==> src/pglb_ram.sv <==
// Generic single-write, single-read synchronous RAM with registered read data.
module pglb_ram #(
  parameter int unsigned Width = 8,
  parameter int unsigned Depth = 64,
  localparam int unsigned AddrW = (Depth > 1) ? $clog2(Depth) : 1
) (
  input  logic             clk_i,
  input  logic             we_i,
  input  logic [AddrW-1:0] waddr_i,
  input  logic [Width-1:0] wdata_i,
  input  logic             re_i,
  input  logic [AddrW-1:0] raddr_i,
  output logic [Width-1:0] rdata_o
);

  logic [Width-1:0] mem_q [Depth];
  logic [Width-1:0] rdata_q;

  // Write port
  always_ff @(posedge clk_i) begin
    if (we_i) begin
      mem_q[waddr_i] <= wdata_i;
    end
  end

  // Read port, data holds while re_i is low
  always_ff @(posedge clk_i) begin
    if (re_i) begin
      rdata_q <= mem_q[raddr_i];
    end
  end

  assign rdata_o = rdata_q;

endmodule

==> config.mk <==
export PLATFORM = sky130hd
export DESIGN_NAME = pglb_ram
export DESIGN_NICKNAME = d
export VERILOG_FILES = /design/src/pglb_ram.sv
export SDC_FILE = /design/constraint.sdc
export NUM_CORES = 1
export LEC_CHECK = 0
export BUFFER_PORTS_ARGS = -buffer_cell sky130_fd_sc_hd__buf_2
export CORE_ASPECT_RATIO = 1.25
export CORE_UTILIZATION = 65
export CTS_BUF_LIST = sky130_fd_sc_hd__clkbuf_16
export DETAILED_ROUTE_END_ITERATION = 16
export GPL_ROUTABILITY_DRIVEN = 0
export PLACE_DENSITY = 0.85
export SLEW_MARGIN = 20
export SYNTH_ARGS = -nofsm -noshare
export SYNTH_HDL_FRONTEND = slang
export SYNTH_SLANG_ARGS = --single-unit
==> constraint.sdc <==
create_clock -name clk_i -period 4.2 [get_ports clk_i]
set_clock_uncertainty 0.1 [all_clocks]
set_input_delay 0.21 -clock clk_i [delete_from_list [all_inputs] [get_ports clk_i]]
set_output_delay 0.21 -clock clk_i [all_outputs]
set_load 0.01 [all_outputs]
==> impl_results.md <==
- Cell Int Power: 8292 uW
- Most frequent cells in the layout: edfxtp_1 (520), mux4_2 (126), nor2_1 (83), clkbuf_16 (49), mux2i_1 (23)
- Register area: 15620 um^2
- Grt ovf: 0
- WL final: 47.37 mm
- # placed instances: 1334
- Status: finished clean
- CP max FO: 1
- Final hold vios: 0
- R2R cell count: 5
- Number of I/O pins: 31
- RSZ-0062 raised after global routing: no
- Commonest non-fill, non-tap cell in the layout: edfxtp_1
- Iteration-0 DRC Markers: 1430
- Multi-input logic area: 4320 um^2
- TritonRoute pass-1 iters: 5
- Seq/Total Area, Yosys: 77.12%
- Num CTS Buffers: 46
- Distinct cells, synth: 39
- Post-route ant nets: 0
- Slowest-stage cell, CP: nor3_1
- Largest net degree at the start of global routing: 65
- CTS H-tree depth: 2
- CP bufs+invs: 0
- Min Tclk post-route: 2641 ps
- Fmax achieved: 378.6 MHz
- Setup violators final: 0
- Vias: 10.10k
- HPWL after DPL: 25.55 mm
- First-pass GRT wire length: 69.61 mm
- Setup TNS: 0 ps
- Crit path capture type: register
- Hold WC Path Type: in -> reg
- Core area: 30380 um^2
- Slew Viols, Final: 0
- Number of max-cap violations: 0
- GR Util All Layers: 31.12%
- Clk pwr share: 39.9%
- Starting Density: 66.64%
- Share of cells above drive strength 1: 24.63%
- TritonCTS clock tree: built
- Crit path depth: 5
- Fin crit share: 62.88%
- CTS clk-pin slew, worst paths: 70 ps
- PortBufs: 30
- # nets final: 1005
- CTS Buffer Depth: 3
- Worst-margin pin slew: 1189 ps
- Finished Layout Cells: 1417
- CP startpoint kind: register
- CTS Sinks: 520
- Pleak: 0.006914 uW
- Relative slew slack: 20.76%
- WS Path Type: reg -> reg
- Crit path cell chain: mux4_2 -> mux2_2 -> o221a_2 -> nor3_1 -> o32ai_1
- Syn Std Cell Area: 20250 um^2
- Pwr/cell area: 471.6 nW/um^2
- Flop pwr share: 55.1%
- Die Y: 199.3 um
- Root Driver: clkbuf_16
- Hold Crit Depth: 3
- Full die area: 31860 um^2
- CP top delay family: multiplexers
- Drt wl/cell: 33.43 um
- Yosys Warn Count: 0
- NetSw: 2186 uW
- Logic pwr share: 5.0%
- Post-synthesis cell count: 940
- Clock latency on the worst-skew pair: 570 ps
- Syn Nets: 963
- Max incr delay on CP: 610 ps
- Initial antenna violation count: 1
- Layout area overhead: 9.746%
- FF-to-FF setup slack: 1560 ps
- FF+latch count, synth: 520
- Sw Share: 20.87%
- Vias in the first global route: 10.35k
- Worst endpoint required time: 4390 ps
- DRC viols: 0
- Fillers: 1559
- Crit path DAT: 2830 ps
- Postcts setup bufs: 0
- Worst vdd ir: 0.3036 mV
- Syn_area_per_cell: 21.54 um^2
- Number of core rows: 71
- Routed vias/inst: 7.127
- Die X: 159.9 um
==> cells by family (layout without fill, tap and decap cells) <==
logic type             Yosys count  after routing  synth area share (%)
flip-flops                     520            520                 77.12
AO/OA/AOI/OAI                   54             54                 2.064
other                            0              1                     0
multiplexers                   162            162                 15.88
AND/OR/NAND/NOR                153            153                 3.374
buffers and inverters           51            126                 1.563
==> layer usage <==
layer	GRT usage (%)	up-vias	share of wire, %
li1	-	3998	-
met1	41.34	5123	34
met2	52.19	829	51
met3	4.878	149	11
met4	13.54	0	4.4
met5	0	-	0
==> power groups by stage <==
stage / Sequential [uW] / Clock, uW / Combinational, uW
after CTS: 5770 / 4170 / 517
final: 5770 / 4180 / 526
after floorplan: 5880 / 0 / 306
after detailed placement: 5880 / 0 / 504
after global routing: 5770 / 4340 / 550
after global placement: 5880 / 0 / 488
==> registers in the layout (all words and copies together), names as in the netlist <==
name,cells
mem_q,512
rdata_o,8
==> worst paths after layout <==
kind,startpoint,to
worst max register to register,mem_q[28][6],rdata_o[6]
worst min register to register,mem_q[34][1],rdata_o[1]
worst max-delay path,mem_q[28][6],rdata_o[6]
worst min-delay path,raddr_i[5],rdata_o[1]
==> area by class of cell <==
class	count	share of cell area, %
Sequential cell	520	70.27
Antenna cell	1	0.01126
Clock buffer	49	5.518
Tap cell	401	2.258
Multi-Input combinational cell	369	19.44
Timing Repair Buffer	45	1.368
Clock inverter	32	1.126
==> tightest hold or removal path, delay by kind of cell <==
family	cells	cell delay [ps]
AND/OR/NAND/NOR	1	100
buffers and inverters	1	210
AO/OA/AOI/OAI	1	60
==> Yosys cell counts <==
cell type	number	area [um^2]
o21ai_1	2	10.01
o311ai_1	1	8.760
nand3b_1	3	22.52
and2_1	1	6.260
or3_1	1	6.260
o21a_1	2	15.01
buf_1	4	15.01
buf_4	13	97.59
nand2b_1	7	43.79
o41ai_1	2	17.52
buf_12	2	40.04
a2111oi_0	2	17.52
nand4_1	2	12.51
nand2_1	19	71.32
o21ai_0	2	10.01
mux2i_1	23	230.2
o221ai_1	8	70.07
a211oi_1	4	30.03
edfxtp_1	520	15610
o32ai_1	2	17.52
nand3_1	13	65.06
o22ai_1	8	50.05
nor3_1	7	35.03
nand4b_1	1	8.760
mux4_2	126	2838
nor2b_1	14	87.58
buf_6	4	45.04
mux2_2	13	146.4
a21oi_1	3	15.01
a31oi_1	1	6.260
nor4_1	2	12.51
a22oi_1	3	22.52
o2111ai_1	3	26.28
clkbuf_1	17	63.81
buf_2	11	55.05
nor2_1	83	311.6
o221a_2	2	22.52
a221oi_1	6	52.55
o2bb2ai_1	3	26.28
==> stage by stage <==
stage / util [%] / hold WS (ps) / instance area (um^2) / power [uW] / setup WS, ps
after CTS: 73.09 / 62.35 / 22210 / 10460 / 1775
after floorplan: - / 208.9 / 20250 / 6183 / 2084
after global placement: 68.18 / 482.1 / 20710 / 6368 / 1241
after detailed placement: 68.19 / 485.4 / 20720 / 6388 / 1225
final: 73.14 / 81.01 / 22220 / 10480 / 1559
after global routing: 73.14 / 108.1 / 22220 / 10660 / 1460
==> repair_timing <==
item                                   in CTS  in global routing
endpoints found under the hold margin       8                  0
gates resized for setup                     0                  0
hold buffers                                1                  0
No activity file was read; power rests on OpenSTA's default activity.
