===== src/pglb_pkg.sv =====
// Package for the palette gamma LUT blend unit: constants, register codes, payload types.
package pglb_pkg;

  // Default number of gamma rows per table set
  localparam int unsigned GammaLevelsDef = 19;
  // Palettes that carry a class in the class map
  localparam int unsigned NumPalettes    = 32;

  // Color channels and channel width
  localparam int unsigned NumCh = 3;
  localparam int unsigned ChW   = 5;

  // Register port geometry (64-bit class map puts registers on 8-byte steps)
  localparam int unsigned PaddrW = 6;
  localparam int unsigned PdataW = 64;

  // Special values
  localparam logic [15:0] KeyColor      = 16'h2D9F;
  localparam logic [4:0]  HighPalStart  = 5'h1B;
  localparam logic [4:0]  KeyPalLow     = 5'd16;
  localparam logic [4:0]  CoeffMax      = 5'd16;
  localparam logic [4:0]  GammaLevelRst = 5'd3;

  // Class codes
  localparam logic [1:0] ClassPass = 2'd0;
  localparam logic [1:0] ClassSet1 = 2'd2;

  // Request type codes
  localparam logic ReqLoad  = 1'b0;
  localparam logic ReqColor = 1'b1;

  // Register index (byte address / 8)
  typedef enum logic [2:0] {
    REG_GAMMA_LEVEL  = 3'd0,
    REG_BLEND_ENABLE = 3'd1,
    REG_BLEND_COEFF  = 3'd2,
    REG_FADE_COLOR   = 3'd3,
    REG_CLASS_MAP    = 3'd4,
    REG_ALT_PALETTE  = 3'd5
  } pglb_reg_e;

  // Input request
  typedef struct packed {
    logic        req_type;
    logic        table_set;
    logic [4:0]  table_row;
    logic [4:0]  table_col;
    logic [4:0]  table_value;
    logic [4:0]  palette;
    logic [15:0] color;
  } pglb_req_t;

  // Output result
  typedef struct packed {
    logic [14:0] out_color;
    logic        write_flag;
  } pglb_rsp_t;

  // Configuration register contents
  typedef struct packed {
    logic [4:0]  gamma_level;
    logic        blend_enable;
    logic [4:0]  blend_coeff;
    logic [14:0] fade_color;
    logic [63:0] class_map;
    logic [3:0]  alt_palette;
  } pglb_cfg_t;

  // Decoded color request held while the table read is in flight
  typedef struct packed {
    logic        lookup;
    logic        key;
    logic [14:0] color;
  } pglb_info_t;

endpackage


===== src/pglb_cfg.sv =====
// APB register file for the palette gamma LUT blend unit.
module pglb_cfg
  import pglb_pkg::*;
(
  input  logic              clk_i,
  input  logic              rst_ni,
  input  logic              psel,
  input  logic              penable,
  input  logic              pwrite,
  input  logic [PaddrW-1:0] paddr,
  input  logic [PdataW-1:0] pwdata,
  output logic [PdataW-1:0] prdata,
  output logic              pready,
  output pglb_cfg_t         cfg_o
);

  pglb_cfg_t cfg_q, cfg_d;
  pglb_reg_e reg_idx;
  logic      wr_en;

  assign pready  = 1'b1;
  assign reg_idx = pglb_reg_e'(paddr[PaddrW-1:3]);
  assign wr_en   = psel & penable & pwrite;

  // Register write decode
  always_comb begin
    cfg_d = cfg_q;
    if (wr_en) begin
      case (reg_idx)
        REG_GAMMA_LEVEL:  cfg_d.gamma_level  = pwdata[4:0];
        REG_BLEND_ENABLE: cfg_d.blend_enable = pwdata[0];
        REG_BLEND_COEFF:  cfg_d.blend_coeff  = pwdata[4:0];
        REG_FADE_COLOR:   cfg_d.fade_color   = pwdata[14:0];
        REG_CLASS_MAP:    cfg_d.class_map    = pwdata;
        REG_ALT_PALETTE:  cfg_d.alt_palette  = pwdata[3:0];
        default: ;
      endcase
    end
  end

  always_ff @(posedge clk_i or negedge rst_ni) begin
    if (!rst_ni) begin
      cfg_q.gamma_level  <= GammaLevelRst;
      cfg_q.blend_enable <= 1'b0;
      cfg_q.blend_coeff  <= '0;
      cfg_q.fade_color   <= '0;
      cfg_q.class_map    <= '0;
      cfg_q.alt_palette  <= '0;
    end else begin
      cfg_q <= cfg_d;
    end
  end

  // Read back
  always_comb begin
    prdata = '0;
    case (reg_idx)
      REG_GAMMA_LEVEL:  prdata = PdataW'(cfg_q.gamma_level);
      REG_BLEND_ENABLE: prdata = PdataW'(cfg_q.blend_enable);
      REG_BLEND_COEFF:  prdata = PdataW'(cfg_q.blend_coeff);
      REG_FADE_COLOR:   prdata = PdataW'(cfg_q.fade_color);
      REG_CLASS_MAP:    prdata = cfg_q.class_map;
      REG_ALT_PALETTE:  prdata = PdataW'(cfg_q.alt_palette);
      default:          prdata = '0;
    endcase
  end

  assign cfg_o = cfg_q;

endmodule


===== config.mk =====
export PLATFORM = sky130hd
export DESIGN_NAME = pglb_cfg
export DESIGN_NICKNAME = d
export VERILOG_FILES = /design/src/pglb_pkg.sv /design/src/pglb_cfg.sv
export SDC_FILE = /design/constraint.sdc
export NUM_CORES = 1
export LEC_CHECK = 0
export BUFFER_PORTS_ARGS = -buffer_cell sky130_fd_sc_hd__clkbuf_2
export CAP_MARGIN = 10
export CORE_MARGIN = 10
export CORE_UTILIZATION = 48
export DETAILED_ROUTE_END_ITERATION = 10
export PLACE_DENSITY = 0.86
export SYNTH_ARGS = -nofsm -noshare
export SYNTH_HDL_FRONTEND = slang
export SYNTH_SLANG_ARGS = --single-unit

===== constraint.sdc =====
create_clock -name clk_i -period 3.21 [get_ports clk_i]
set_clock_uncertainty 0.15 [all_clocks]
set_input_delay 0 -clock clk_i [delete_from_list [all_inputs] [get_ports clk_i]]
set_output_delay 0 -clock clk_i [all_outputs]
set_load 0.1 [all_outputs]

==> metrics <==
outcome=finished clean; most frequent cells in the layout=clkbuf_2, dfrtp_1, mux2_2; Die H=113.8 um; Tmin final=around 2.3 ns; Netlist cell types=33; RSZ-0062 raised after global routing=no; most common cell after layout, fill and taps aside=clkbuf_2; worst reg-to-reg setup slack=about 2.2 ns; max FFs per register=94; Overflow after GRT=0; synth warn=0; Yosys reg bits=94; register area share after synthesis=55.71%; Critical R2R Launch=cfg_o[29]; Synth Area per Inst=about 14 sq um; die width=113.8 um; Tightest Hold Check Type=in2reg; vias in the first global route=~4,300; RePlAce Congestion=0.7785; static leakage=between 3 and 4 nW; FF-to-FF path depth=1; Sum Neg Setup Slack=0 ns; pwr/cell area=857.2 mW/mm^2; Synth top area share=a little over half; H-tree depth=3; WHS Path Cells=3; first-pass GRT wire length=around 24,000 um; Initial DRC Count=169; Final nets=around 670; Post-synth top flop=dfrtp_1; drt via density=approximately 5.2; routed len/inst=roughly 21 um; fin worst setup slack=0.8858 ns; ANT nets after route=0; crit path DAT=roughly 2.2 ns; clk_lat worst skew=around 0.34 ns; WHS Endpoint=cfg_o[88]; Worst EP required=between 3 and 4 ns; FFs w/ async S/R, synth=100.0%; dpl ws=0.9371 ns; setup bufs post-CTS=0; crit path kind=in2out; FP Rows=34; number of synthesized flops with an enable pin=0; Initial Utilization=a little under 50%; Global Route Usage Sum=22.63%; placed wire-length estimate=slightly below 10,000 um; cells taking the most area after synthesis=dfrtp_1, mux2_2, and2_1, a22o_1, mux2_4; port bufs=around 230; reg2reg end=cfg_o[29]; Rel. slew slack=a little under two fifths; peak supply drop=just under 0.9 mV; share of cells above drive strength 1=between 50% and 60%; CTS buffer count=9; max cap viols=0; WL final=between 15,000 and 20,000 um; CTS sink count=94; Syn Inst Count=~300; Max Freq=430.3 MHz; Via Count=roughly 3,700; max-slew violations=0; Longest Clk Path Bufs=2; CTS resizes=0; crit-path max FO=38; Hold Vio Cnt, Final=0; syn_nets=roughly 380; Hold Startpoint=paddr[5]; top-level port count=~230; CTS tree=yes; core box area=0.008636 sq mm; largest net degree at the start of global routing=75; final setup fails=0; die area=between 0.01 and 0.015 sq mm; antenna violations before repair=2; netlist area before placement=about 0.0042 sq mm; synth-to-layout area growth=50.27%; Worst Tran Pin Value=0.9431 ns; Post-route DRC=0; Clock Root Buffer=clkbuf_8; Pre-antenna DRT Iters=4; clk slew on worst S/H paths=roughly 0.09 ns; Critical Path Source Type=input pin; Setup crit end kind=output pin; leading area contributor after synthesis=dfrtp_1; Tcrit/Tclk final=72.41%
per-layer routing:
layer | up-vias | track usage [%] | share of wire (%)
met1 | 1846 | 24.68 | 36
met5 | - | 0 | 0
li1 | 1638 | - | -
met3 | 21 | 9.396 | 9.8
met2 | 181 | 39.33 | 52
met4 | 0 | 6.683 | 1.6
cell type report:
class	count	area, sq um
well taps	108	135.1
clock buffers	11	131.4
flip-flops and latches	94	2355
inverters	1	3.754
repair buffers	297	1834
diodes	2	5.005
multi-input cells	189	1767
clock inverters	4	120.1
fillers	569	2285
kinds of logic (layout without fill, tap and decap cells):
| group | after synthesis | in the layout | share of synthesized area, % |
|---|---|---|---|
| muxes | 102 | 102 | 27.71 |
| other | 1 | 3 | 0.08872 |
| and+or+nand+nor | 67 | 67 | 10.24 |
| AOI/OAI and AO/OA | 19 | 19 | 3.582 |
| DFF | 94 | 94 | 55.71 |
| buffers and inverters | 20 | 313 | 2.664 |
cell usage after synthesis, types with 3 or more instances:
cell	n
dfrtp_1	92
mux2_2	85
and2_1	49
a22o_1	10
buf_4	8
buf_2	6
mux2i_1	6
clkbuf_1	5
mux2_1	5
mux2_4	5
nor2_1	5
nand2b_1	3
how the worst max path moves through the flow:
| stage | startpoint | end | slack, ns | depth (start not counted) |
|---|---|---|---|---|
| finish | paddr[4] | prdata[25] | 0.89 | 6 |
| global route | paddr[4] | prdata[25] | 0.73 | 6 |
| CTS | paddr[4] | prdata[47] | 0.93 | 6 |
| detailed placement | paddr[4] | prdata[47] | 0.94 | 6 |
| global placement | paddr[4] | prdata[24] | 1.02 | 6 |
| floorplan | cfg_o[92] | prdata[3] | 0.31 | 3 |
critical path, cell delays in order:
cell and delay, ns:
clkbuf_2 0.18, nand2b_1 0.37, nor2_4 0.51, buf_4 0.40, and2_1 0.21, clkbuf_2 0.48
repair_timing:
| action | CTS | global route |
|---|---|---|
| hold buffers | 65 | 0 |
| endpoints found under the setup margin | 0 | 0 |
| endpoints found under the hold margin | 166 | 0 |
metrics by stage:
step | instance area [sq um] | util (%) | power [mW] | hold slack (ns) | cells
floorplan | 4227 | - | 3.887 | -0.4456 | 303
global placement | 5444 | 63.04 | 4.338 | 0.03461 | 624
detailed placement | 5444 | 63.04 | 4.379 | 0.04716 | 624
CTS | 6346 | 73.49 | 5.433 | 0.03150 | 704
global route | 6351 | 73.54 | 5.613 | 0.04332 | 706
finish | 6351 | 73.54 | 5.444 | 0.04998 | 706
power breakdown:
part	leakage (nW)	switching, mW	internal, mW	total (mW)
Combinational	2.02	2.36	0.467	2.82
Sequential	1.20	0.204	1.42	1.62
Clock	0.124	0.404	0.594	0.998
No activity file was read; power rests on OpenSTA's default activity.
