==> src/pglb_pkg.sv <==
// Package for the palette gamma LUT blend unit: constants, register codes, payload types.
package pglb_pkg;

  // Default number of gamma rows per table set
  localparam int unsigned GammaLevelsDef = 19;
  // Palettes that carry a class in the class map
  localparam int unsigned NumPalettes    = 32;

  // Color channels and channel width
  localparam int unsigned NumCh = 3;
  localparam int unsigned ChW   = 5;

  // Register port geometry (64-bit class map puts registers on 8-byte steps)
  localparam int unsigned PaddrW = 6;
  localparam int unsigned PdataW = 64;

  // Special values
  localparam logic [15:0] KeyColor      = 16'h2D9F;
  localparam logic [4:0]  HighPalStart  = 5'h1B;
  localparam logic [4:0]  KeyPalLow     = 5'd16;
  localparam logic [4:0]  CoeffMax      = 5'd16;
  localparam logic [4:0]  GammaLevelRst = 5'd3;

  // Class codes
  localparam logic [1:0] ClassPass = 2'd0;
  localparam logic [1:0] ClassSet1 = 2'd2;

  // Request type codes
  localparam logic ReqLoad  = 1'b0;
  localparam logic ReqColor = 1'b1;

  // Register index (byte address / 8)
  typedef enum logic [2:0] {
    REG_GAMMA_LEVEL  = 3'd0,
    REG_BLEND_ENABLE = 3'd1,
    REG_BLEND_COEFF  = 3'd2,
    REG_FADE_COLOR   = 3'd3,
    REG_CLASS_MAP    = 3'd4,
    REG_ALT_PALETTE  = 3'd5
  } pglb_reg_e;

  // Input request
  typedef struct packed {
    logic        req_type;
    logic        table_set;
    logic [4:0]  table_row;
    logic [4:0]  table_col;
    logic [4:0]  table_value;
    logic [4:0]  palette;
    logic [15:0] color;
  } pglb_req_t;

  // Output result
  typedef struct packed {
    logic [14:0] out_color;
    logic        write_flag;
  } pglb_rsp_t;

  // Configuration register contents
  typedef struct packed {
    logic [4:0]  gamma_level;
    logic        blend_enable;
    logic [4:0]  blend_coeff;
    logic [14:0] fade_color;
    logic [63:0] class_map;
    logic [3:0]  alt_palette;
  } pglb_cfg_t;

  // Decoded color request held while the table read is in flight
  typedef struct packed {
    logic        lookup;
    logic        key;
    logic [14:0] color;
  } pglb_info_t;

endpackage

==> src/pglb_blend.sv <==
// Back stage: picks looked-up or raw channels, blends toward the fade color, output register.
module pglb_blend
  import pglb_pkg::*;
(
  input  logic                      clk_i,
  input  logic                      rst_ni,
  input  logic                      s1_valid_i,
  input  pglb_info_t                s1_info_i,
  input  logic [NumCh-1:0][ChW-1:0] ram_rdata_i,
  input  pglb_cfg_t                 cfg_i,
  output logic                      adv_o,
  output logic                      out_valid_o,
  input  logic                      out_ready_i,
  output pglb_rsp_t                 out_rsp_o
);

  logic                      out_valid_q;
  pglb_rsp_t                 rsp_q, rsp_d;
  logic [4:0]                coeff;
  logic [NumCh-1:0][ChW-1:0] ch_sel;
  logic [NumCh-1:0][ChW-1:0] ch_out;
  logic signed [5:0]         diff  [NumCh];
  logic signed [11:0]        prod  [NumCh];
  logic signed [11:0]        step  [NumCh];

  // Output register frees when empty or taken
  assign adv_o = ~out_valid_q | out_ready_i;

  assign coeff = (cfg_i.blend_coeff > CoeffMax) ? CoeffMax : cfg_i.blend_coeff;

  // Per-channel select and blend: ch + floor((fade - ch) * coeff / 16)
  always_comb begin
    for (int i = 0; i < NumCh; i++) begin
      ch_sel[i] = s1_info_i.lookup ? ram_rdata_i[i] : s1_info_i.color[i*ChW +: ChW];
      diff[i]   = $signed({1'b0, cfg_i.fade_color[i*ChW +: ChW]}) - $signed({1'b0, ch_sel[i]});
      prod[i]   = diff[i] * $signed({1'b0, coeff});
      step[i]   = prod[i] >>> 4;
      ch_out[i] = cfg_i.blend_enable ? (ch_sel[i] + step[i][ChW-1:0]) : ch_sel[i];
    end
  end

  // Key color suppresses the write
  always_comb begin
    if (s1_info_i.key) begin
      rsp_d.out_color  = '0;
      rsp_d.write_flag = 1'b0;
    end else begin
      rsp_d.out_color  = {ch_out[2], ch_out[1], ch_out[0]};
      rsp_d.write_flag = 1'b1;
    end
  end

  always_ff @(posedge clk_i or negedge rst_ni) begin
    if (!rst_ni) begin
      out_valid_q <= 1'b0;
    end else if (adv_o) begin
      out_valid_q <= s1_valid_i;
    end
  end

  always_ff @(posedge clk_i) begin
    if (adv_o && s1_valid_i) begin
      rsp_q <= rsp_d;
    end
  end

  assign out_valid_o = out_valid_q;
  assign out_rsp_o   = rsp_q;

endmodule

==> config.mk <==
export PLATFORM = sky130hd
export DESIGN_NAME = pglb_blend
export DESIGN_NICKNAME = d
export VERILOG_FILES = /design/src/pglb_pkg.sv /design/src/pglb_blend.sv
export SDC_FILE = /design/constraint.sdc
export NUM_CORES = 1
export LEC_CHECK = 0
export ABC_AREA = 1
export BUFFER_PORTS_ARGS = -buffer_cell sky130_fd_sc_hd__buf_2
export CORE_MARGIN = 2
export CORE_UTILIZATION = 50
export CTS_CLUSTER_DIAMETER = 200
export DETAILED_ROUTE_END_ITERATION = 10
export GPL_TIMING_DRIVEN = 0
export PLACE_DENSITY_LB_ADDON = 0.15
export SLEW_MARGIN = 20
export SYNTH_ARGS = -nofsm -noshare
export SYNTH_HDL_FRONTEND = slang
export SYNTH_SLANG_ARGS = --single-unit
==> constraint.sdc <==
create_clock -name clk_i -period 3.4 [get_ports clk_i]
set_input_delay 0.51 -clock clk_i [delete_from_list [all_inputs] [get_ports clk_i]]
set_output_delay 0.51 -clock clk_i [all_outputs]
set_load 0.02 [all_outputs]
==> impl_results.md, run 1 <==
- Core area: 9110 µm²
- Final Hold Fails: 0
- Worst min-delay path class: input port to asynchronous set/reset pin
- Worst-path maximum fanout: 6
- Placed Cells incl. Taps: 840
- Largest stage delay, worst path: between 500 and 600 ps
- Setup Total Neg Slack: -25710 ps
- Outcome: finished, violations left
- FF+latch area: 505 µm²
- Fraction of layout cells with a size suffix above 1: 0.479
- Clk Latency, worst-skew pair: 250 ps
- Cts bufs inserted: 3
- Fmax: 0.175 GHz
- Synthesized cell area: 4640 µm²
- Worst flop-to-flop path startpoint: out_valid_o
- Clk sinks: 17
- Vias: 4897
- Predominant post-synthesis flop cell: edfxtp_1
- Maximum VDD drop: 330 µV
- DR pass1 iterations: 5
- Slew HR: 0.421
- Antenna violations before repair: 0
- Comb pwr share: 0.891
- DR WL/cell: 17.3 µm
- Sw Pwr: 2.05 mW
- Final worst-path cycle share: 1.68
- Seq pwr share: 0.071
- Synth Instances: around 660
- GR Layer Usage met3: 0.0125
- Worst-path clk slew: 60 ps
- Met1 Use GR: 0.348
- Sequential-to-total area share from yosys stat: 0.109
- Area of the multi-input gates: 4710 µm²
- Post-route minimum period: 5700 ps
- Antenna Nets Post-Route: 0
- Filler cell count: 592
- CTS H-tree lvls: 1
- Max-Cap Viols: 0
- Vias in the first global route: 4734
- Port Buffers: 72
- Synth Area per Inst: 7.06 µm²
- Slew Viols, Final: 0
- Area Overhead vs Synth: 50.7%
- Failing checks: setup timing
- Setup Viol. Count Final: 15
- Drt total wl: 15800 µm
- Reg-to-reg endpoint: out_rsp_o[2]
- Crit Path Category: input port to register
- GRT Util Overall: 0.279
- P_int: 1.91 mW
- Root Buffer: clkbuf_8
- CTS tree: built
- Drt drc: 0
- RSZ-0062 raised after global routing: yes
- Post-route cell area: 6990 µm²
- Final net count: 1039
- Crit start category: input port
- Routed vias/inst: 5.39
- Die Ht: ~100 µm
- Final total power: 3.97 mW
- DPL Wire Length: 10500 µm
- Required time worst endpoint: 3410 ps
- Layout Skew: between 0.8 and 0.9 ps
- Hold Buf Count CTS: 0
- Clk pwr share: 0.038
- Synthesized flop and latch total: 17
- Met2 GRT Util: 0.514
- Placer Congestion: 0.883
- EDFF count, synth: 16
- Max Buffers Root-to-Sink: 2
- Iteration-0 DRC Markers: roughly 270
- Width of the chip: 100 µm
- Synth top area cells: fa_1, ha_1, inv_1
- Yosys top cell area share: 0.207
- Pwr Density: around 570 nW/µm²
- Rows: 35
- Sw Ratio: 0.518
- Worst-margin pin slew: 869 ps
- Leading area contributor after synthesis: fa_1
- Antenna cells: 0
- Largest net degree at the start of global routing: 17
- First-pass GRT wire length: 22100 µm
- Slowest CP cell: fa_1
- Number of distinct library cells after synthesis: 34
- GR peak layer: met2
- Hold WS: 19.8 ps
- Share of flip-flops with an asynchronous set or reset: 0.0588
- Post-layout util: 0.767
- Synth Warn #: 0
- Critical Path Most Common Cell: nand2_2
- Synthesized net count: roughly 900
- GRT overflow: 0
- Worst setup margin: -2300 ps
- Initial Util: 0.509
- CP arrival: 5710 ps
- Number of I/O pins: 148
- Setup WS pre-CTS: -2740 ps
- Placed Area: 5490 µm²
- Die ar.: 10100 µm²
- Worst reg2reg setup slack: about 1900 ps
- Critical Path Sink Type: register
- R2R depth: 1
- Static Leak: 3.53 nW
- Final Non-Filler Cells: 908
[worst max path at each step]
stage	start	end	slack [ps]	depth (start not counted)
6_report	s1_info_i[16]	out_rsp_o[15]	-2300	35
4_1_cts	s1_info_i[16]	out_rsp_o[15]	-2040	34
3_3_place_gp	s1_info_i[16]	out_rsp_o[15]	-2660	34
5_1_grt	s1_info_i[16]	out_rsp_o[15]	-2530	34
3_5_place_dp	s1_info_i[16]	out_rsp_o[15]	-2740	36
2_1_floorplan	s1_info_i[16]	out_rsp_o[5]	-1930	36
[cells by family after synthesis]
| logic type | share of synthesized area |
|---|---|
| buf+inv | 0.134 |
| flops | 0.109 |
| compound gates | 0.0591 |
| simple gates | 0.273 |
| xor+xnor | 0.0472 |
| fa+ha+maj | 0.377 |
[what timing repair did]
item / CTS / global route
cloned: 2 / 0
pin swaps: 106 / 116
buffers inserted: 44 / 18
setup endpoints to repair: 15 / 15
gates resized for setup: 99 / 116
[synth_stat cells (all sizes together) (8+ instances only)]
master / number
inv: 149
nand2: 148
nor2: 82
ha: 63
fa: 48
nand3: 37
a21oi: 23
o21ai: 20
xor2: 17
edfxtp: 16
clkbuf: 9
nand4: 8
xnor2: 8
[critical path, delay by kind of cell]
family	cells	cell delay, ps
compound gates	3	480
simple gates	16	1440
xor+xnor	1	190
buf+inv	9	590
fa+ha+maj	6	2490
[registers in the layout (all words and copies together), names as in the netlist]
name and cells:
out_rsp_o 16, out_valid_o 1
[cell usage in the layout (no fill, tap or decap), types with 7 or more instances in the layout]
cell      netlist  final
nor2_2          6     17
ha_4            0     26
inv_1         147    116
nand4_1         8      8
nand2_4         1     22
nand3_4         2      8
xor2_1         17     11
nand3_1        33     17
buf_4           0     57
a21oi_2         0     12
ha_1           63     33
fa_1           48     35
nand3_2         2     12
fa_2            0     13
nand2_1       145     85
nor2_1         76     59
nand2_2         2     41
o21ai_4         0      7
edfxtp_1       16     16
buf_2           2     73
inv_2           1     28
[metal layers]
| layer | vias to the layer above | part of all wire |
|---|---|---|
| li1 | 2297 | - |
| met1 | 2363 | 0.40 |
| met2 | 193 | 0.52 |
| met3 | 44 | 0.046 |
| met4 | 0 | 0.038 |
| met5 | - | 0 |
[power by group through the flow]
stage          clock network [mW]  registers, mW  logic [mW]
5_1_grt                     0.158          0.285        3.83
4_1_cts                     0.151          0.282        2.85
3_3_place_gp                    0          0.286        2.26
6_report                    0.151          0.282        3.53
3_5_place_dp                    0          0.287        2.35
2_1_floorplan                   0          0.325        1.81
[area by class of cell]
class                      count  area share
buffer                        12      0.0143
clock buffer                   4     0.00645
inverter                     150      0.0840
multi-input combinational    478       0.674
sequential                    17      0.0723
tap                          111      0.0199
timing repair buffer         136       0.129
Note: power is estimated with default switching activity, not from simulation.
==> inputs of run 2 (changes only) <==
- CTS_BUF_LIST: default -> sky130_fd_sc_hd__clkbuf_4 sky130_fd_sc_hd__clkbuf_8
- SKIP_LAST_GASP: default -> 1
==> impl_results.md, run 2 (synthesis gave the netlist of run 1 again) <==
- Filler cell count: 591
- Required time worst endpoint: roughly 3400 ps
- Static Leak: between 3 and 4 nW
- Crit Path Category: input port to register
- Largest net degree at the start of global routing: 17
- Max-Cap Viols: 0
- Port Buffers: roughly 70
- Placer Congestion: 0.883
- CTS tree: built
- Area Overhead vs Synth: 50.7%
- Drt drc: 0
- Width of the chip: 100 µm
- Setup Viol. Count Final: 15
- DR pass1 iterations: 5
- Root Buffer: clkbuf_8
- Max Buffers Root-to-Sink: 2
- Die ar.: 10100 µm²
- Final Hold Fails: 0
- Commonest non-fill, non-tap cells in the layout: inv_1, nand2_1, buf_2
- Crit. Startpoint: s1_info_i[16]
- Antenna cells: 0
- CP bufs+invs: 9
- Fraction of layout cells with a size suffix above 1: 0.481
- Worst-margin pin slew: 873 ps
- Vias: 4964
- Slew Viols, Final: 0
- Worst flop-to-flop path startpoint: out_valid_o
- CTS H-tree lvls: 1
- Worst path top cell family by delay: adder cells
- Clk pwr share: 0.040
- Slew HR: 0.418
- GRT Util Overall: 0.279
- GRT overflow: 0
- Core area: 9110 µm²
- Critical Path Most Common Cell: nand2_2
- First-pass GRT wire length: 22100 µm
- Comb pwr share: 0.889
- Final total power: 3.98 mW
- Hold WS: 14.9 ps
- Clk sinks: 17
- Cts bufs inserted: 3
- Die Ht: 100 µm
- Antenna violations before repair: 0
- Rows: 35
- Sw Ratio: 0.518
- Fmax: between 0.15 and 0.2 GHz
- Number of I/O pins: around 150
- Worst-path clk slew: 70 ps
- Routed vias/inst: 5.47
- Clk Latency, worst-skew pair: 250 ps
- Seq pwr share: 0.071
- Sw Pwr: 2.06 mW
- DR WL/cell: 17.4 µm
- Worst min-delay path class: input port to asynchronous set/reset pin
- Iteration-0 DRC Markers: 218
- Final net count: just over 1k
- Layout Skew: 2.19 ps
- Pwr Density: 570 nW/µm²
- Worst-path maximum fanout: 6
- Failing checks: setup timing
- Maximum VDD drop: 330 µV
- Worst setup margin: -2320 ps
- Final worst-path cycle share: 1.68
- CP arrival: between 5000 and 6000 ps
- Most common cell after layout, fill and taps aside: inv_1
- Slowest CP cell: fa_1
- Vias in the first global route: 4733
- Post-route minimum period: 5720 ps
- Outcome: finished, violations left
- Crit start category: input port
- DPL Wire Length: approximately 10000 µm
- Initial Util: 0.509
- P_int: 1.92 mW
- Antenna Nets Post-Route: 0
- Max reg flops: 16
- Critical Path Sink Type: register
- Setup Total Neg Slack: -25670 ps
- RSZ-0062 raised after global routing: yes
- Drt total wl: 15800 µm
- Largest stage delay, worst path: roughly 560 ps
==> run 2: cell count changes in the layout (fill, tap and decap cells not counted) <==
cell,change
buf_4,+1
buf_6,-1
clkbuf_1,-1
clkbuf_4,+1
==> run 2: power groups by stage <==
stage | Clock (mW) | Sequential [mW] | Combinational, mW
finish | 0.161 | 0.282 | 3.54
global route | 0.166 | 0.285 | 3.83
CTS | 0.158 | 0.282 | 2.85
detailed placement | 0 | 0.287 | 2.35
global placement | 0 | 0.286 | 2.26
floorplan | 0 | 0.325 | 1.81
==> run 2: repair_timing <==
| item | in CTS | in global routing |
|---|---|---|
| pin swaps | 106 | 116 |
| endpoints found under the setup margin | 15 | 15 |
| gates cloned | 2 | 0 |
| hold buffers | 0 | 0 |
| buffers inserted | 44 | 18 |
| resized for setup | 99 | 115 |
| hold endpoints to repair | 0 | 0 |
==> run 2: through the flow <==
step | cells | util | cell area (µm²) | setup WS [ps]
2_1_floorplan | 657 | - | 4990 | -1930
3_3_place_gp | 840 | 0.602 | 5490 | -2660
3_5_place_dp | 840 | 0.603 | 5490 | -2740
4_1_cts | 890 | 0.702 | 6400 | -2040
5_1_grt | 908 | 0.767 | 6990 | -2530
6_report | 908 | 0.767 | 6990 | -2320
==> run 2: worst paths after layout <==
kind,depth (start not counted),slack (ps),to
min in group clk_i,3,470,out_valid_o
max reg2reg,1,1940,out_rsp_o[2]
max in group asynchronous,1,3300,out_valid_o
min reg2reg,2,560,out_valid_o
min,1,10,out_valid_o
max,35,-2320,out_rsp_o[15]
==> run 2: layout make-up <==
cell class                      instances  area [µm²]  area share
Inverter                              150         587      0.0840
Tap cell                              111         139      0.0199
Multi-Input combinational cell        478        4710       0.674
Sequential cell                        17         505      0.0723
Clock buffer                            4        48.8     0.00698
Buffer                                 12         100      0.0143
Timing Repair Buffer                  136         896       0.128
==> run 2: per-layer routing <==
metal	vias to the layer above	share of wire	track usage	wire, µm
met2	229	0.51	0.514	8050
li1	2296	-	-	-
met1	2378	0.40	0.348	6330
met5	-	0	0	0
met4	0	0.043	0.0948	680
met3	61	0.047	0.0125	743
==> inputs of run 3 (changes only) <==
- ABC_AREA: 1 -> 0
- CORE_UTILIZATION: 50 -> 28
==> impl_results.md, run 3 <==
- Iteration-0 DRC Markers: 114
- Area Overhead vs Synth: 43.6%
- Crit start category: input port
- Routed vias/inst: 4.52
- Filler cell count: roughly 1.6k
- Maximum VDD drop: 177 µV
- Leading area contributor after synthesis: fa_1
- Predominant post-synthesis flop cell: edfxtp_1
- Yosys top cell area share: 0.213
- Static Leak: 3.00 nW
- Port Buffers: 72
- Sequential-to-total area share from yosys stat: 0.112
- Largest net degree at the start of global routing: 17
- Synthesized cell area: 4510 µm²
- CP arrival: 5800 ps
- Worst setup margin: -2290 ps
- Final Hold Fails: 0
- Synthesized flop and latch total: 17
- Post-route cell area: 6470 µm²
- DPL Wire Length: ~10000 µm
- Drt total wl: ~12000 µm
- Synth Area per Inst: 8.60 µm²
- CP bufs+invs: 5
- GRT Util Overall: 0.147
- Worst-path clk slew: approximately 60 ps
- Final net count: 890
- Die ar.: roughly 17000 µm²
- Max reg flops: 16
- Required time worst endpoint: 3510 ps
- Number of distinct library cells after synthesis: 40
- Critical Path Most Common Cell: fa_1
- Worst min-delay path class: input port to asynchronous set/reset pin
- RSZ-0062 raised after global routing: yes
- CTS tree: built
- Final worst-path cycle share: 1.67
- Synth top area cells: fa_1, ha_1, edfxtp_1
- Core area: 15800 µm²
- Slew Viols, Final: 0
- WP depth: 25
- First-pass GRT wire length: 19700 µm
- Synthesized net count: approximately 770
- Antenna Nets Post-Route: 0
- Root Buffer: clkbuf_8
- Final Non-Filler Cells: between 800 and 900
- Max Buffers Root-to-Sink: 2
- Worst path top cell family by delay: adder cells
- Pwr Density: between 500 and 600 nW/µm²
- Slowest CP cell: fa_1
- Width of the chip: around 130 µm
- Worst-margin pin slew: 745 ps
- Cts bufs inserted: 3
- Max-Cap Viols: 0
- Antenna violations before repair: 0
- DR pass1 iterations: 4
- Commonest non-fill, non-tap cells in the layout: inv_1, nor2_1, buf_2
- Drt drc: 0
- Post-route minimum period: 5690 ps
- Outcome: finished, violations left
- Vias in the first global route: slightly below 4k
- Placer Congestion: 0.787
- Critical Path Sink Type: register
- Placed Area: 5520 µm²
- CTS H-tree lvls: 1
- Vias: a little under 4k
- Fmax: 0.176 GHz
- Failing checks: setup timing
- DR WL/cell: 14.3 µm
- Crit Path Category: input port to register
- Rows: 46
- Layout Skew: 4.40 ps
- GRT overflow: 0
- Initial Util: 0.285
- Synth Instances: roughly 520
- Synth top cells by count: inv_1, nor2_1, ha_1
- Largest stage delay, worst path: 570 ps
- Share of flip-flops with an asynchronous set or reset: 0.0588
- Top-count cell post-synth: inv_1
- Number of I/O pins: 148
- Clk sinks: 17
- Antenna cells: 0
- Die Ht: between 100 and 150 µm
- Setup Viol. Count Final: 15
- Clk Latency, worst-skew pair: 260 ps
- Placed Cells incl. Taps: 812
- Slew HR: 0.504
- R2R depth: 2
- Setup WS pre-CTS: -2930 ps
- EDFF count, synth: 16
- Synth Warn #: 0
- Setup Total Neg Slack: -25320 ps
- Worst-path maximum fanout: 6
- Fraction of layout cells with a size suffix above 1: 0.431
-- run 3: cell types whose count changed after synthesis, sizes merged, moves of 6 or more --
cell    before  now
a21o         0    6
inv        149   88
mux2         0    9
mux2i        0   12
nand2      148   34
nand2b       0    6
nand3       37    5
nand4b       0    9
nor3         2    8
o21a         0    6
o21ai       20    9
xnor2        8   24
xor2        17    9
-- run 3: cell type report --
class,instances,area [µm²],share of cell area
well taps,216,270,0.0418
repair buffers,120,772,0.119
clock buffers,4,48.8,0.00754
inverters,88,330,0.0511
multi-input cells,406,4440,0.686
flip-flops and latches,17,505,0.0781
plain buffers,13,101,0.0157
-- run 3: path summary, 6_finish.rpt --
kind	startpoint	end	slack [ps]
max	s1_info_i[16]	out_rsp_o[5]	-2290
min in group clk_i	s1_valid_i	out_valid_o	450
max in group asynchronous	rst_ni	out_valid_o	3310
max reg2reg	out_valid_o	out_rsp_o[11]	1970
min	rst_ni	out_valid_o	10
min reg2reg	out_valid_o	out_valid_o	520
-- run 3: kinds of logic (layout without fill, tap and decap cells) --
family,Yosys count,in the layout,share of synthesized area
flip-flops,17,17,0.112
multiplexers,21,21,0.0492
XOR/XNOR,36,36,0.0808
buffers and inverters,101,225,0.0861
AO/OA/AOI/OAI,72,72,0.103
AND/OR/NAND/NOR,166,166,0.180
adder cells (fa/ha/maj),111,111,0.388
-- run 3: timing repair --
action | 4_1_cts | 5_1_grt
gates cloned | 1 | 0
setup endpoints to repair | 15 | 15
resized for setup | 60 | 34
buffers inserted | 40 | 7
hold buffers | 0 | 0
pin swaps | 81 | 34
-- run 3: stage by stage --
step | total power, mW | util | hold slack [ps]
2_1_floorplan | 2.11 | - | 214
5_1_grt | 3.75 | 0.409 | 11.0
3_5_place_dp | 2.58 | 0.349 | 286
3_3_place_gp | 2.54 | 0.349 | 285
4_1_cts | 3.16 | 0.392 | 4.57
6_report | 3.42 | 0.409 | 11.2
-- run 3: per-layer routing --
layer | vias up | wire [µm] | global-route usage
li1 | 1970 | - | -
met1 | 1869 | 5840 | 0.198
met2 | 60 | 6020 | 0.263
met3 | 6 | 377 | 0.00814
met4 | 0 | 91 | 0.0263
met5 | - | 0 | 0
-- run 3: power by group --
group / internal (mW) / switching (mW) / total [mW]
Combinational: 1.44 / 1.53 / 2.97
Clock: 0.0915 / 0.0707 / 0.162
Sequential: 0.278 / 0.00581 / 0.284
Total: 1.81 / 1.61 / 3.42
